`src/rtl/tass_pkg.sv`:
```
// Shared constants and helpers for the thermistor converter scan sequencer.
// Holds phase codes, result kind codes, register map and count clamps.
// No dependencies.
package tass_pkg;

    // Field widths of the item and result words.
    localparam int BYTE_W    = 8;
    localparam int ACTION_W  = 2;
    localparam int CHAN_W    = 4;
    localparam int CHIP_W    = 4;
    localparam int RAW_W     = 16;
    localparam int IN_DATA_W = 3 * BYTE_W;
    localparam int OUT_DATA_W = CHAN_W + CHIP_W + RAW_W;

    // Register widths.
    localparam int SETTLE_W    = 8;
    localparam int CHIPCNT_W   = 4;
    localparam int CHANCNT_W   = 5;
    localparam int ADDR_W      = 4;
    localparam int APB_DATA_W  = 32;

    // Register indexes (word addresses on the configuration port).
    localparam logic [1:0] REG_SETTLE_TICKS  = 2'd0;
    localparam logic [1:0] REG_CHIP_COUNT    = 2'd1;
    localparam logic [1:0] REG_CHANNEL_COUNT = 2'd2;

    // Register reset values.
    localparam logic [SETTLE_W-1:0]  SETTLE_RESET  = 8'd200;
    localparam logic [CHIPCNT_W-1:0] CHIPCNT_RESET = 4'd10;
    localparam logic [CHANCNT_W-1:0] CHANCNT_RESET = 5'd16;

    // Scan limits.
    localparam logic [CHIPCNT_W-1:0] MAX_CHIPS    = 4'd10;
    localparam logic [CHANCNT_W-1:0] MAX_CHANNELS = 5'd16;

    // Phase codes; the fourth code behaves as the select phase.
    localparam logic [1:0] PH_SELECT = 2'd0;
    localparam logic [1:0] PH_WAIT   = 2'd1;
    localparam logic [1:0] PH_READ   = 2'd2;
    localparam logic [1:0] PH_SPARE  = 2'd3;

    // Result kinds carried on tuser.
    localparam logic [ACTION_W-1:0] ACT_WAIT   = 2'd0;
    localparam logic [ACTION_W-1:0] ACT_SELECT = 2'd1;
    localparam logic [ACTION_W-1:0] ACT_SAMPLE = 2'd2;

    // Force a chip count into the range one to MAX_CHIPS.
    function automatic logic [CHIPCNT_W-1:0] clamp_chips(input logic [CHIPCNT_W-1:0] v);
        logic [CHIPCNT_W-1:0] r;
        if (v == '0) begin
            r = CHIPCNT_W'(1);
        end else if (v > MAX_CHIPS) begin
            r = MAX_CHIPS;
        end else begin
            r = v;
        end
        return r;
    endfunction

    // Force a channel count into the range one to MAX_CHANNELS.
    function automatic logic [CHANCNT_W-1:0] clamp_chans(input logic [CHANCNT_W-1:0] v);
        logic [CHANCNT_W-1:0] r;
        if (v == '0) begin
            r = CHANCNT_W'(1);
        end else if (v > MAX_CHANNELS) begin
            r = MAX_CHANNELS;
        end else begin
            r = v;
        end
        return r;
    endfunction

endpackage

```
`src/rtl/thermistor_adc_scan_sequencer_unit.sv`:
```
// Top level of the thermistor converter scan sequencer: phase control, counters,
// result register and APB register file. Depends on tass_pkg.
//
// Every accepted word is one tick and yields exactly one result word. The block
// takes one word per clock: all sequencing is a small counter update done in the
// accepting cycle, and the result lands in a single output register. s_tready is
// high whenever that register is empty or is being drained in the same cycle, so
// a stalled result holds the input back only while it stays untaken. Results
// appear in the cycle after acceptance. Registers are written over APB at byte
// addresses 0 (settle_ticks), 4 (chip_count) and 8 (channel_count); they should
// be changed only while no tick is in flight.
module thermistor_adc_scan_sequencer_unit
    import tass_pkg::*;
(
    input  logic                    aclk,
    input  logic                    aresetn,
    // Tick words in.
    input  logic                    s_tvalid,
    output logic                    s_tready,
    // frame_byte_hi [7:0], frame_byte_mid [15:8], frame_byte_lo [23:16]
    input  logic [IN_DATA_W-1:0]    s_tdata,
    // Result words out.
    output logic                    m_tvalid,
    input  logic                    m_tready,
    // channel_index [3:0], chip_index [7:4], raw_count [23:8]
    output logic [OUT_DATA_W-1:0]   m_tdata,
    // action [1:0]
    output logic [ACTION_W-1:0]     m_tuser,
    // Configuration port.
    input  logic                    psel,
    input  logic                    penable,
    input  logic                    pwrite,
    input  logic [ADDR_W-1:0]       paddr,
    input  logic [APB_DATA_W-1:0]   pwdata,
    output logic [APB_DATA_W-1:0]   prdata,
    output logic                    pready
);

    // Configuration registers.
    logic [SETTLE_W-1:0]  settle_ticks_reg;
    logic [CHIPCNT_W-1:0] chip_count_reg;
    logic [CHANCNT_W-1:0] channel_count_reg;

    // Sequencer state.
    logic [1:0]            phase_reg, phase_next;
    logic [CHANCNT_W-1:0]  chan_ptr_reg, chan_ptr_next;
    logic [CHIP_W-1:0]     chip_ptr_reg, chip_ptr_next;
    logic [SETTLE_W-1:0]   settle_cnt_reg, settle_cnt_next;

    // Result register.
    logic                  out_valid_reg;
    logic [OUT_DATA_W-1:0] out_data_reg, out_data_next;
    logic [ACTION_W-1:0]   out_user_reg, out_user_next;

    logic                  s_acc;
    logic                  cfg_wr;
    logic [1:0]            reg_idx;

    // Working signals of the step logic.
    logic [SETTLE_W-1:0]   settle_limit;
    logic [SETTLE_W:0]     settle_inc;
    logic [CHIPCNT_W-1:0]  chips_eff;
    logic [CHIPCNT_W:0]    chip_inc;
    logic [CHANCNT_W-1:0]  chans_eff;
    logic [CHANCNT_W-1:0]  chan_sel;
    logic [CHAN_W-1:0]     chan_out;
    logic [CHIP_W-1:0]     chip_out;
    logic [RAW_W-1:0]      raw_out;
    logic [BYTE_W-1:0]     byte_hi, byte_mid, byte_lo;

    assign byte_hi  = s_tdata[BYTE_W-1:0];
    assign byte_mid = s_tdata[2*BYTE_W-1:BYTE_W];
    assign byte_lo  = s_tdata[3*BYTE_W-1:2*BYTE_W];

    // Handshakes.
    assign s_tready = !out_valid_reg || m_tready;
    assign s_acc    = s_tvalid && s_tready;
    assign m_tvalid = out_valid_reg;
    assign m_tdata  = out_data_reg;
    assign m_tuser  = out_user_reg;

    // APB: always ready, registers decoded on word address.
    assign pready  = 1'b1;
    assign reg_idx = paddr[3:2];
    assign cfg_wr  = psel && penable && pwrite && pready;

    always_comb begin
        unique case (reg_idx)
            REG_SETTLE_TICKS:  prdata = APB_DATA_W'(settle_ticks_reg);
            REG_CHIP_COUNT:    prdata = APB_DATA_W'(chip_count_reg);
            REG_CHANNEL_COUNT: prdata = APB_DATA_W'(channel_count_reg);
            default:           prdata = '0;
        endcase
    end

    always_ff @(posedge aclk) begin
        if (!aresetn) begin
            settle_ticks_reg  <= SETTLE_RESET;
            chip_count_reg    <= CHIPCNT_RESET;
            channel_count_reg <= CHANCNT_RESET;
        end else if (cfg_wr) begin
            unique case (reg_idx)
                REG_SETTLE_TICKS:  settle_ticks_reg  <= pwdata[SETTLE_W-1:0];
                REG_CHIP_COUNT:    chip_count_reg    <= pwdata[CHIPCNT_W-1:0];
                REG_CHANNEL_COUNT: channel_count_reg <= pwdata[CHANCNT_W-1:0];
                default: ;
            endcase
        end
    end

    // Effective limits and shared increments.
    assign settle_limit = (settle_ticks_reg == '0) ? SETTLE_W'(1) : settle_ticks_reg;
    assign settle_inc   = {1'b0, settle_cnt_reg} + (SETTLE_W+1)'(1);
    assign chips_eff    = clamp_chips(chip_count_reg);
    assign chip_inc     = {1'b0, chip_ptr_reg} + (CHIPCNT_W+1)'(1);
    assign chans_eff    = clamp_chans(channel_count_reg);
    assign chan_sel     = (chan_ptr_reg >= chans_eff) ? '0 : chan_ptr_reg;

    // One tick: next state and the result word.
    always_comb begin
        phase_next      = phase_reg;
        chan_ptr_next   = chan_ptr_reg;
        chip_ptr_next   = chip_ptr_reg;
        settle_cnt_next = settle_cnt_reg;
        out_user_next   = ACT_WAIT;
        chan_out        = '0;
        chip_out        = '0;
        raw_out         = '0;
        unique case (phase_reg)
            PH_WAIT: begin
                if (settle_inc >= {1'b0, settle_limit}) begin
                    settle_cnt_next = '0;
                    phase_next      = PH_READ;
                end else begin
                    settle_cnt_next = settle_inc[SETTLE_W-1:0];
                end
            end
            PH_READ: begin
                out_user_next = ACT_SAMPLE;
                raw_out  = {byte_hi[5:0], byte_mid, byte_lo[7:6]};
                chan_out = chan_ptr_reg[CHAN_W-1:0] - CHAN_W'(1);
                chip_out = chip_ptr_reg;
                if (chip_inc >= {1'b0, chips_eff}) begin
                    chip_ptr_next = '0;
                    phase_next    = PH_SELECT;
                end else begin
                    chip_ptr_next = chip_inc[CHIP_W-1:0];
                end
            end
            // The spare code acts as the select phase.
            PH_SELECT, PH_SPARE: begin
                out_user_next = ACT_SELECT;
                chan_out      = chan_sel[CHAN_W-1:0];
                chan_ptr_next = chan_sel + CHANCNT_W'(1);
                phase_next    = PH_WAIT;
            end
            default: ;
        endcase
        out_data_next = {raw_out, chip_out, chan_out};
    end

    // State advances once per accepted word.
    always_ff @(posedge aclk) begin
        if (!aresetn) begin
            phase_reg      <= PH_SELECT;
            chan_ptr_reg   <= '0;
            chip_ptr_reg   <= '0;
            settle_cnt_reg <= '0;
        end else if (s_acc) begin
            phase_reg      <= phase_next;
            chan_ptr_reg   <= chan_ptr_next;
            chip_ptr_reg   <= chip_ptr_next;
            settle_cnt_reg <= settle_cnt_next;
        end
    end

    // Result register valid flag.
    always_ff @(posedge aclk) begin
        if (!aresetn) begin
            out_valid_reg <= 1'b0;
        end else if (s_acc) begin
            out_valid_reg <= 1'b1;
        end else if (m_tready) begin
            out_valid_reg <= 1'b0;
        end
    end

    // Result register payload.
    always_ff @(posedge aclk) begin
        if (s_acc) begin
            out_data_reg <= out_data_next;
            out_user_reg <= out_user_next;
        end
    end

`ifndef SYNTHESIS
    // A tick taken in the select phase yields a select command next cycle.
    a_select_result: assert property (@(posedge aclk) disable iff (!aresetn)
        (s_acc && phase_reg == PH_SELECT) |=> (m_tvalid && m_tuser == ACT_SELECT))
        else $error("select tick did not produce a channel select word");

    // A read either steps the chip pointer or ends the chip sweep.
    a_chip_step: assert property (@(posedge aclk) disable iff (!aresetn)
        (s_acc && phase_reg == PH_READ) |=>
            ((phase_reg == PH_SELECT && chip_ptr_reg == '0) ||
             (phase_reg == PH_READ && chip_ptr_reg == CHIP_W'($past(chip_ptr_reg) + 4'd1))))
        else $error("chip pointer did not advance correctly after a read");

    // Pointers stay within the scan limits.
    a_ptr_range: assert property (@(posedge aclk) disable iff (!aresetn)
        (chip_ptr_reg < MAX_CHIPS) && (chan_ptr_reg <= MAX_CHANNELS))
        else $error("scan pointer out of range");

    // The settle counter is cleared outside the wait phase.
    a_settle_idle: assert property (@(posedge aclk) disable iff (!aresetn)
        (phase_reg != PH_WAIT) |-> (settle_cnt_reg == '0))
        else $error("settle counter not cleared outside the wait phase");
`endif

endmodule

```
`config.mk`:
```
export PLATFORM = sky130hd
export DESIGN_NAME = thermistor_adc_scan_sequencer_unit
export DESIGN_NICKNAME = d
export VERILOG_FILES = /design/src/rtl/tass_pkg.sv /design/src/rtl/thermistor_adc_scan_sequencer_unit.sv
export SDC_FILE = /design/constraint.sdc
export NUM_CORES = 1
export LEC_CHECK = 0
export BUFFER_PORTS_ARGS = -buffer_cell sky130_fd_sc_hd__buf_2
export CORE_ASPECT_RATIO = 2
export CORE_MARGIN = 1
export CORE_UTILIZATION = 53
export CTS_CLUSTER_SIZE = 20
export DETAILED_ROUTE_END_ITERATION = 7
export PLACE_DENSITY = 0.83
export SLEW_MARGIN = 20
export SYNTH_ARGS = -nofsm -noshare
export SYNTH_HDL_FRONTEND = slang
export SYNTH_SLANG_ARGS = --single-unit
```
`constraint.sdc`:
```
create_clock -name aclk -period 4.4 [get_ports aclk]
set_input_delay 0.22 -clock aclk [delete_from_list [all_inputs] [get_ports aclk]]
set_output_delay 0.22 -clock aclk [all_outputs]
set_load 0.01 [all_outputs]
```
==> results of run 1 <==
==> kinds of logic after synthesis <==
| group | synth area share |
|---|---|
| other | 0.00218 |
| and+or+nand+nor | 0.187 |
| muxes | 0.0439 |
| xor gates and xnor gates | 0.0203 |
| adders and majority gates | 0.0900 |
| buffers and inverters | 0.0907 |
| AOI/OAI and AO/OA | 0.125 |
| DFF | 0.441 |
==> final timing paths <==
path / to / start / slack (ns) / cells after the start
max: settle_cnt_reg[1]$_SDFFE_PN0P_ / settle_cnt_reg[0]$_SDFFE_PN0P_ / 1.57 / 10
min: settle_ticks_reg[7]$_SDFFE_PN1P_ / pwdata[7] / 0.14 / 3
max reg2reg: settle_cnt_reg[1]$_SDFFE_PN0P_ / settle_cnt_reg[0]$_SDFFE_PN0P_ / 1.57 / 10
min reg2reg: settle_cnt_reg[7]$_SDFFE_PN0P_ / settle_cnt_reg[7]$_SDFFE_PN0P_ / 0.46 / 1
==> layer usage <==
layer / part of all wire / vias to the layer above
li1: - / 1353
met5: 0 / -
met3: 0.054 / 20
met4: 0.032 / 0
met1: 0.37 / 1269
met2: 0.55 / 120
==> worst max-delay path: cells and delay by family (launching register included) <==
family          cells  cell delay [ns]
compound gates      4             0.90
simple gates        3             0.69
fa+ha+maj           2             0.54
flops               1             0.41
xor+xnor            1             0.23
==> cell usage after synthesis, drive strengths merged, types with 5 or more instances <==
cell	instances
and2	24
inv	21
buf	27
nand3	14
ha	24
nor3	11
nand2b	6
o211ai	6
clkbuf	10
nor2	17
o21ai	10
a32o	5
a21oi	21
edfxtp	26
mux2i	14
dfxtp	37
nand2	47
==> per-stage QoR <==
stage | std cells | hold slack, ns
floorplan | 386 | 0.348
global placement | 505 | 0.444
detailed placement | 505 | 0.454
CTS | 521 | 0.127
global route | 521 | 0.144
finish | 521 | 0.135
==> report_power, final <==
group	switching, uW	internal, uW	leakage [uW]	total [uW]
clock network	228	394	0.000131	621
logic	111	68.8	0.00107	180
registers	15.1	640	0.000562	655
==> area by class of cell <==
class                           count  area share
Clock buffer                       14      0.0630
Clock inverter                      2     0.00248
Inverter                           21      0.0195
Multi-Input combinational cell    265       0.423
Sequential cell                    63       0.377
Tap cell                           86      0.0267
Timing Repair Buffer               70      0.0881
==> summary.md, run 1 <==
| Metric | Value |
|---|---|
| Cell taking the most area after synthesis | `edfxtp_1` |
| Crit-path cells | `ha_1, nand3_1, nor2_1, xor2_1, ha_1, a21oi_1, o221ai_1, a211oi_2, and2_1, a32o_1` |
| Sum of routed wire length over all layers | `6.99 mm` |
| Layout Nets | `~520` |
| GRT Overall Usage | `0.218` |
| Clock-pin slew reported for the worst setup and hold paths after clock tree synthesis | `about 0.050 ns` |
| Synth Flop Type | `dfxtp_1` |
| Post-Synthesis Cell Area | `3450 sq um` |
| Cell with the biggest individual delay on the critical path | `dfxtp_1` |
| Worst relative slew slack | `0.428` |
| Met1 usage | `0.206` |
| Initial Util | `0.547` |
| Clock H-tree levels | `3` |
| Commonest non-fill, non-tap cell in the layout | `buf_2` |
| Number of fill cells | `541` |
| Ys async rst share | `0` |
| Antenna Cells | `0` |
| Global-route met3 utilization | `0.0609` |
| Post-DP Area | `3760 sq um` |
| Area of combinational cells with multiple inputs | `1710 sq um` |
| Slew of the pin with the lowest slew margin | `0.858 ns` |
| Detailed-placement wirelength estimate | `5.17 mm` |
| Number of distinct library cell variants in the gate-level netlist after synthesis | `45` |
| Via count of the first global-routing pass | `2481` |
| Setup-violating endpoint count in the final report | `0` |
| Top cells by area, synth | `edfxtp_1, dfxtp_1, ha_1` |
| Path type of the worst setup path | `register to register` |
| Final worst-path setup slack | `1.57 ns` |
| Critical Path Max Stage Delay | `0.41 ns` |
| Number of warnings printed during yosys synthesis | `0` |
| Average via count per standard cell | `5.30` |
| Wire length of the first global-routing pass | `around 11 mm` |
| WP data arrival | `3.10 ns` |
| Shortest clock period the worst path allows after layout | `2.83 ns` |
| Post-CTS resize count | `0` |
| Total of flip-flops plus latches after synthesis | `63` |
| Highest Clock Rate | `353 MHz` |
| DRC violation count after routing | `0` |
| Buffer cell driving the clock tree root | `clkbuf_16` |
| Cell leakage power | `0.00176 uW` |
| I/O pin count | `128` |
| Element type at the critical path start | `register` |
| Drt initial violations | `91` |
| Largest net degree at the start of global routing | `33` |
| Post-placement setup slack | `approximately 1.6 ns` |
| Total via count after detailed routing | `2762` |
| Post-detailed-route count of antenna-violating nets | `0` |
| Proportion of netlist area held by the largest area contributor | `0.226` |
| Number of instances in the synthesized netlist | `363` |
| HP Class | `input port to register` |
| Count of final max-slew check failures | `0` |
| Count of input and output buffers | `68` |
| Height of the die | `116 microns` |
| Avg WL per Cell | `13.4 microns` |
| Number of enable flip-flop cells after synthesis | `26` |
| Global route total overflow | `0` |
| GRT busiest layer | `met2` |
| Tcrit/Tclk final | `0.643` |
| Antenna violations before repair | `0` |
| Met2 track demand over resource in global routing | `0.396` |
| Worst path most repeated cell | `ha_1` |
| Area taken by flip-flops and latches | `1520 sq um` |
| Power Density | `around 360 nW/um^2` |
| RD Place Congestion | `0.884` |
| Die extent in x | `59.0 microns` |
| Total CTS buffers | `9` |
| Number of post-CTS setup repair buffers | `0` |
| CP Capture Type | `register` |
| VDD IR-drop max | `0.366 mV` |
| Fraction of final layout cells sized beyond drive strength 1 | `0.209` |
| Outcome | `finished clean` |
| Data required time at the worst endpoint | `4.67 ns` |
| Post-layout util | `0.639` |
| Placeable core region | `between 6000 and 7000 sq um` |
| Commonest cells after routing, fill and taps aside | `buf_2, nand2_1, dfxtp_1` |
| Sequential-to-total area share from yosys stat | `0.441` |
| Design Power | `roughly 1500 uW` |
| Count of clock tree sinks | `63` |
| Total iterations of the first detailed-routing run | `4` |
| Placement row count | `between 40 and 50` |
| Mean area per synthesized cell | `9.50 sq um` |
| Area Growth Syn to Fin | `16.9%` |
| Max FO, Critical Path | `5` |
| Die area | `around 6900 sq um` |
| Max FFs per register | `24` |
| Buffers from clock root to sink, at most | `2` |
| Number of hold buffers added after cts | `0` |
| Clock latency at the later pin of the worst-skew pair | `0.33 ns` |
| Worst Skew | `0.00543 ns` |
| Count of endpoints failing hold in the final timing report | `0` |
| TritonCTS clock tree | `yes` |
| Max-capacitance violation count | `0` |
| RSZ-0062 raised after global routing | `false` |
| Area of all placed cells without fillers | `4030 sq um` |
| Post-Route Setup TNS | `0 ns` |
No activity file was read; power rests on OpenSTA's default activity.
==> run 2: changes to the inputs <==
--- a/config.mk
+++ b/config.mk
@@ -8,10 +8,10 @@
 export BUFFER_PORTS_ARGS = -buffer_cell sky130_fd_sc_hd__buf_2
 export CORE_ASPECT_RATIO = 2
 export CORE_MARGIN = 1
-export CORE_UTILIZATION = 53
+export CORE_UTILIZATION = 45
 export CTS_CLUSTER_SIZE = 20
 export DETAILED_ROUTE_END_ITERATION = 7
-export PLACE_DENSITY = 0.83
+export PLACE_DENSITY = 0.75
 export SLEW_MARGIN = 20
 export SYNTH_ARGS = -nofsm -noshare
 export SYNTH_HDL_FRONTEND = slang
==> constraint.sdc (replaced) <==
create_clock -name aclk -period 2.4 [get_ports aclk]
set_input_delay 0.12 -clock aclk [delete_from_list [all_inputs] [get_ports aclk]]
set_output_delay 0.12 -clock aclk [all_outputs]
set_load 0.01 [all_outputs]
==> summary.md, run 2 (synthesis results as in run 1) <==
| Metric | Value |
|---|---|
| Outcome | `finished clean` |
| Shortest clock period the worst path allows after layout | `2.39 ns` |
| I/O pin count | `128` |
| Commonest cells after routing, fill and taps aside | `buf_2, nand2_1, dfxtp_1` |
| Cell leakage power | `~0.0019 uW` |
| Slack of the worst reg-to-reg path | `0.009 ns` |
| Area Growth Syn to Fin | `26.7%` |
| Drt initial violations | `151` |
| Die area | `slightly above 8000 sq um` |
| Layout Nets | `545` |
| Post-Route Setup TNS | `0 ns` |
| Hold slack | `~0.0096 ns` |
| Power Density | `676 nW/um^2` |
| Cell depth of the worst hold path | `3` |
| Worst path bufs/invs | `1` |
| Total via count after detailed routing | `2846` |
| Crit-path cells | `ha_2, nand3_2, nor2_2, xor2_2, ha_1, a21oi_2, o221ai_2, a211oi_2, buf_4, nand2_1, o31ai_1` |
| Commonest non-fill, non-tap cell in the layout | `buf_2` |
| Capturing point of the worst reg2reg path | `settle_cnt_reg[0]$_SDFFE_PN0P_` |
| Cell with the biggest individual delay on the critical path | `dfxtp_2` |
| Worst Skew | `0.00805 ns` |
| Highest Clock Rate | `418 MHz` |
| WP data arrival | `2.63 ns` |
| Fraction of final layout cells sized beyond drive strength 1 | `0.303` |
| Count of final max-slew check failures | `0` |
| Detailed-placement wirelength estimate | `5.50 mm` |
| Max FO, Critical Path | `4` |
| Placement row count | `between 40 and 50` |
| Count of clock tree sinks | `63` |
| Largest net degree at the start of global routing | `29` |
| Max-capacitance violation count | `0` |
| Count of endpoints failing hold in the final timing report | `0` |
| Combinational power share | `0.129` |
| TritonCTS clock tree | `yes` |
| Wire length of the first global-routing pass | `12.4 mm` |
| Tcrit/Tclk final | `0.996` |
| Clock-pin slew reported for the worst setup and hold paths after clock tree synthesis | `0.05 ns` |
| GRT Overall Usage | `0.202` |
| Placeable core region | `between 7000 and 8000 sq um` |
| Buffer cell driving the clock tree root | `clkbuf_16` |
| Critical Path Max Stage Delay | `between 0.3 and 0.4 ns` |
| RD Place Congestion | `about 0.84` |
| Count of input and output buffers | `68` |
| Internal power summed over all cells | `between 2000 and 2500 uW` |
| Sum of routed wire length over all layers | `7.54 mm` |
| Post-placement setup slack | `-0.0725 ns` |
| Path type of the worst setup path | `register to register` |
| HP Class | `input port to register` |
| Power share of the clock group | `0.466` |
| Final worst-path setup slack | `0.00866 ns` |
| Clock H-tree levels | `3` |
| Number of placed cells counting well taps | `529` |
| Via count of the first global-routing pass | `around 2800` |
| Post-DP Area | `3910 sq um` |
| Area of all placed cells without fillers | `4370 sq um` |
| Reg2reg path depth | `11` |
| VDD IR-drop max | `0.509 mV` |
| Slew of the pin with the lowest slew margin | `0.589 ns` |
| Count of non-filler cells in the finished layout | `between 500 and 600` |
| Destination of the worst hold path | `settle_ticks_reg[6]$_SDFFE_PN1P_` |
| Sw power | `694 uW` |
| Height of the die | `126 microns` |
| Initial Util | `0.471` |
| Antenna violations before repair | `0` |
| Global route total overflow | `0` |
| Total iterations of the first detailed-routing run | `4` |
| CP Capture Type | `register` |
| Number of hold buffers added after cts | `0` |
| Element type at the critical path start | `register` |
| CP top delay family | `compound AO/OA/AOI/OAI gates` |
| Setup-violating endpoint count in the final report | `0` |
| Die extent in x | `roughly 64 microns` |
| Max FFs per register | `24` |
| DRC violation count after routing | `0` |
| Launch instance of the worst min-delay path | `pwdata[6]` |
| Origin of the critical flop-to-flop path | `settle_cnt_reg[0]$_SDFFE_PN0P_` |
| Data required time at the worst endpoint | `2.64 ns` |
| Number of fill cells | `635` |
| Avg WL per Cell | `about 14 microns` |
| Total CTS buffers | `9` |
| Portion of total power attributed to sequential cells | `0.405` |
| Buffers from clock root to sink, at most | `2` |
| Worst relative slew slack | `0.606` |
| Post-detailed-route count of antenna-violating nets | `0` |
| Net switching fraction of the power | `0.235` |
| Average via count per standard cell | `5.17` |
| Antenna Cells | `0` |
| Clock latency at the later pin of the worst-skew pair | `between 0.3 and 0.4 ns` |
-- run 2: worst max-delay path by stage --
stage                                               from                              to  slack [ns]  cells past startpoint
after floorplan           settle_cnt_reg[0]$_SDFFE_PN0P_  settle_cnt_reg[1]$_SDFFE_PN0P_        0.06                     10
after global placement    settle_cnt_reg[0]$_SDFFE_PN0P_  settle_cnt_reg[3]$_SDFFE_PN0P_        0.07                     10
after detailed placement  settle_cnt_reg[0]$_SDFFE_PN0P_       phase_reg[1]$_SDFFE_PN0P_       -0.07                     11
after CTS                 settle_cnt_reg[0]$_SDFFE_PN0P_  settle_cnt_reg[0]$_SDFFE_PN0P_       0.002                     11
after global routing      settle_cnt_reg[0]$_SDFFE_PN0P_  settle_cnt_reg[0]$_SDFFE_PN0P_       -0.04                     11
final                     settle_cnt_reg[0]$_SDFFE_PN0P_  settle_cnt_reg[0]$_SDFFE_PN0P_       0.009                     11
-- run 2: routing by layer --
metal  up-vias  part of all wire  global-route usage
met1      1312              0.36               0.191
met5         -                 0                   0
met3        25             0.049              0.0435
met4         0             0.042               0.176
li1       1397                 -                   -
met2       112              0.55               0.354
-- run 2: worst reg2reg max path, delay by kind of cell, from the launching register on --
kind | cells | cell delay (ns)
XOR/XNOR | 1 | 0.21
AO/OA/AOI/OAI | 4 | 0.75
flip-flops | 1 | 0.35
AND/OR/NAND/NOR | 3 | 0.31
adder cells (fa/ha/maj) | 2 | 0.49
buffers and inverters | 1 | 0.18
-- run 2: timing repair --
action	in CTS	in global routing
buffers inserted	1	5
cloned	0	0
resized for setup	3	22
setup endpoints to repair	10	14
pin swaps	2	14
-- run 2: area by class of cell --
class                   instances  area [sq um]  area share
clock buffers                  12           246      0.0564
clock inverters                 4          70.1      0.0160
inverters                      21          78.8      0.0180
multi-input cells             265          1800       0.411
repair buffers                 94           536       0.123
well taps                      92           115      0.0263
flip-flops and latches         63          1530       0.350
-- run 2: per-stage QoR --
step | power (uW) | utilization
floorplan | 1470 | -
global placement | 1560 | 0.534
detailed placement | 1580 | 0.534
CTS | 2960 | 0.580
global route | 3080 | 0.597
finish | 2950 | 0.597
-- run 2: power by group through the flow --
| stage | Clock, uW | Combinational (uW) | Sequential [uW] |
|---|---|---|---|
| 2_1_floorplan | 0 | 231 | 1240 |
| 3_3_place_gp | 0 | 350 | 1210 |
| 3_5_place_dp | 0 | 361 | 1210 |
| 4_1_cts | 1390 | 368 | 1190 |
| 5_1_grt | 1460 | 422 | 1200 |
| 6_report | 1380 | 381 | 1190 |
==> run 3: changes to the inputs <==
--- a/config.mk
+++ b/config.mk
@@ -12,6 +12,7 @@
 export CTS_CLUSTER_SIZE = 20
 export DETAILED_ROUTE_END_ITERATION = 7
 export PLACE_DENSITY = 0.75
+export RECOVER_POWER = 25
 export SLEW_MARGIN = 20
 export SYNTH_ARGS = -nofsm -noshare
 export SYNTH_HDL_FRONTEND = slang
==> summary.md, run 3 (synthesis results as in run 1) <==
| Metric | Value |
|---|---|
| Max-capacitance violation count | `0` |
| Antenna Cells | `0` |
| Critical Path Max Stage Delay | `0.35 ns` |
| Cell leakage power | `0.00185 uW` |
| Data required time at the worst endpoint | `2.64 ns` |
| Drt initial violations | `152` |
| Avg WL per Cell | `roughly 14 microns` |
| Die area | `just over 8000 sq um` |
| Max FO, Critical Path | `4` |
| CP Capture Type | `register` |
| Crit-path cells | `ha_2, nand3_2, nor2_2, xor2_2, ha_1, a21oi_2, o221ai_2, a211oi_2, buf_4, nand2_1, o31ai_1` |
| Highest Clock Rate | `418 MHz` |
| Max FFs per register | `24` |
| Buffers from clock root to sink, at most | `2` |
| Reg2reg path depth | `11` |
| Tcrit/Tclk final | `0.996` |
| Sum of routed wire length over all layers | `7.60 mm` |
| VDD IR-drop max | `0.518 mV` |
| Clock-pin slew reported for the worst setup and hold paths after clock tree synthesis | `0.05 ns` |
| Average via count per standard cell | `5.17` |
| Area of all placed cells without fillers | `roughly 4300 sq um` |
| Element type at the critical path start | `register` |
| Worst relative slew slack | `0.455` |
| RD Place Congestion | `between 0.8 and 0.9` |
| Outcome | `finished clean` |
| Post-Route Setup TNS | `0 ns` |
| Cell depth of the worst hold path | `3` |
| Total iterations of the first detailed-routing run | `4` |
| Launch instance of the worst min-delay path | `pwdata[6]` |
| Number of fill cells | `658` |
| Area taken by flip-flops and latches | `1530 sq um` |
| GRT Overall Usage | `0.202` |
| Worst Skew | `0.00543 ns` |
| Cell with the biggest individual delay on the critical path | `dfxtp_2` |
| Post-DP Area | `3910 sq um` |
| Slack of the worst reg-to-reg path | `0.009 ns` |
| Number of placed cells counting well taps | `529` |
| Via count of the first global-routing pass | `2783` |
| Number of hold buffers added after cts | `0` |
| Total CTS buffers | `9` |
| Post-detailed-route count of antenna-violating nets | `0` |
| TritonCTS clock tree | `yes` |
| Global-route met3 utilization | `0.0435` |
| Hold slack | `0.0132 ns` |
| I/O pin count | `128` |
| Power Density | `a little under 700 nW/um^2` |
| Detailed-placement wirelength estimate | `5.50 mm` |
| Count of clock tree sinks | `between 60 and 70` |
| Origin of the critical flop-to-flop path | `settle_cnt_reg[0]$_SDFFE_PN0P_` |
| Shortest clock period the worst path allows after layout | `2.39 ns` |
| HP Class | `input port to register` |
| Global route total overflow | `0` |
| Layout Nets | `approximately 550` |
| Area of combinational cells with multiple inputs | `1790 sq um` |
| Total via count after detailed routing | `2848` |
| Height of the die | `126 microns` |
| GRT busiest layer | `met2` |
| Met2 track demand over resource in global routing | `0.354` |
| Antenna violations before repair | `0` |
| Initial Util | `0.471` |
| Met1 usage | `0.191` |
| Buffer cell driving the clock tree root | `clkbuf_16` |
| Clock latency at the later pin of the worst-skew pair | `0.33 ns` |
| WP data arrival | `approximately 2.6 ns` |
| Count of input and output buffers | `68` |
| Placeable core region | `7320 sq um` |
| Destination of the worst hold path | `settle_ticks_reg[6]$_SDFFE_PN1P_` |
| Path type of the worst setup path | `register to register` |
| Capturing point of the worst reg2reg path | `settle_cnt_reg[0]$_SDFFE_PN0P_` |
| Count of non-filler cells in the finished layout | `551` |
| Largest net degree at the start of global routing | `29` |
| Die extent in x | `63.9 microns` |
| Area Growth Syn to Fin | `25.6%` |
| Placement row count | `44` |
| Post-layout util | `0.592` |
| Wire length of the first global-routing pass | `12.4 mm` |
| Fraction of final layout cells sized beyond drive strength 1 | `0.253` |
| Setup-violating endpoint count in the final report | `0` |
| Clock H-tree levels | `3` |
| Commonest cells after routing, fill and taps aside | `nand2_1, buf_2, dfxtp_1` |
| DRC violation count after routing | `0` |
| Count of final max-slew check failures | `0` |
| Count of endpoints failing hold in the final timing report | `0` |
| Slew of the pin with the lowest slew margin | `0.816 ns` |
==> run 3: cell count changes in the layout (fill, tap and decap cells not counted) <==
cell / before / now
buf_2: 68 / 47
nor3b_1: 1 / 2
nor3b_2: 2 / 1
buf_4: 26 / 25
clkbuf_1: 2 / 24
==> run 3: power by group <==
group          switching, uW  total, uW  internal (uW)
Clock                    444       1380            933
Sequential              22.5       1200           1170
Combinational            229        376            147
==> run 3: layout make-up <==
cell class / instances / area share
Clock buffer: 12 / 0.0569
Clock inverter: 4 / 0.0162
Inverter: 21 / 0.0182
Multi-Input combinational cell: 265 / 0.413
Sequential cell: 63 / 0.352
Tap cell: 92 / 0.0266
Timing Repair Buffer: 94 / 0.117
==> run 3: worst max-delay path: cells and delay by family, from the launching register on <==
family	cells	cell delay [ns]
AOI/OAI and AO/OA	4	0.75
xor gates and xnor gates	1	0.21
and+or+nand+nor	3	0.31
DFF	1	0.35
buffers and inverters	1	0.18
adders and majority gates	2	0.49
==> run 3: routing by layer <==
metal,up-vias,wire length [microns]
li1,1398,-
met1,1319,2770
met2,106,4120
met3,25,377
met4,0,333
met5,-,0
==> run 3: worst max path at each step <==
stage,startpoint,end,cells past startpoint
2_1_floorplan,settle_cnt_reg[0]$_SDFFE_PN0P_,settle_cnt_reg[1]$_SDFFE_PN0P_,10
3_3_place_gp,settle_cnt_reg[0]$_SDFFE_PN0P_,settle_cnt_reg[3]$_SDFFE_PN0P_,10
3_5_place_dp,settle_cnt_reg[0]$_SDFFE_PN0P_,phase_reg[1]$_SDFFE_PN0P_,11
4_1_cts,settle_cnt_reg[0]$_SDFFE_PN0P_,settle_cnt_reg[0]$_SDFFE_PN0P_,11
5_1_grt,settle_cnt_reg[0]$_SDFFE_PN0P_,settle_cnt_reg[0]$_SDFFE_PN0P_,11
6_report,settle_cnt_reg[0]$_SDFFE_PN0P_,settle_cnt_reg[0]$_SDFFE_PN0P_,11
==> run 3: repair_timing <==
| item | CTS | global route |
|---|---|---|
| endpoints found under the setup margin | 10 | 14 |
| gates resized for setup | 3 | 22 |
| buffers inserted | 1 | 5 |
| gates cloned | 0 | 0 |
| pin swaps | 2 | 14 |
==> run 3: metrics by stage <==
step,setup WS (ns),total power [uW]
detailed placement,-0.0725,1580
global route,-0.0376,3070
finish,0.00858,2950
global placement,0.0729,1560
floorplan,0.0630,1470
CTS,0.00166,2960
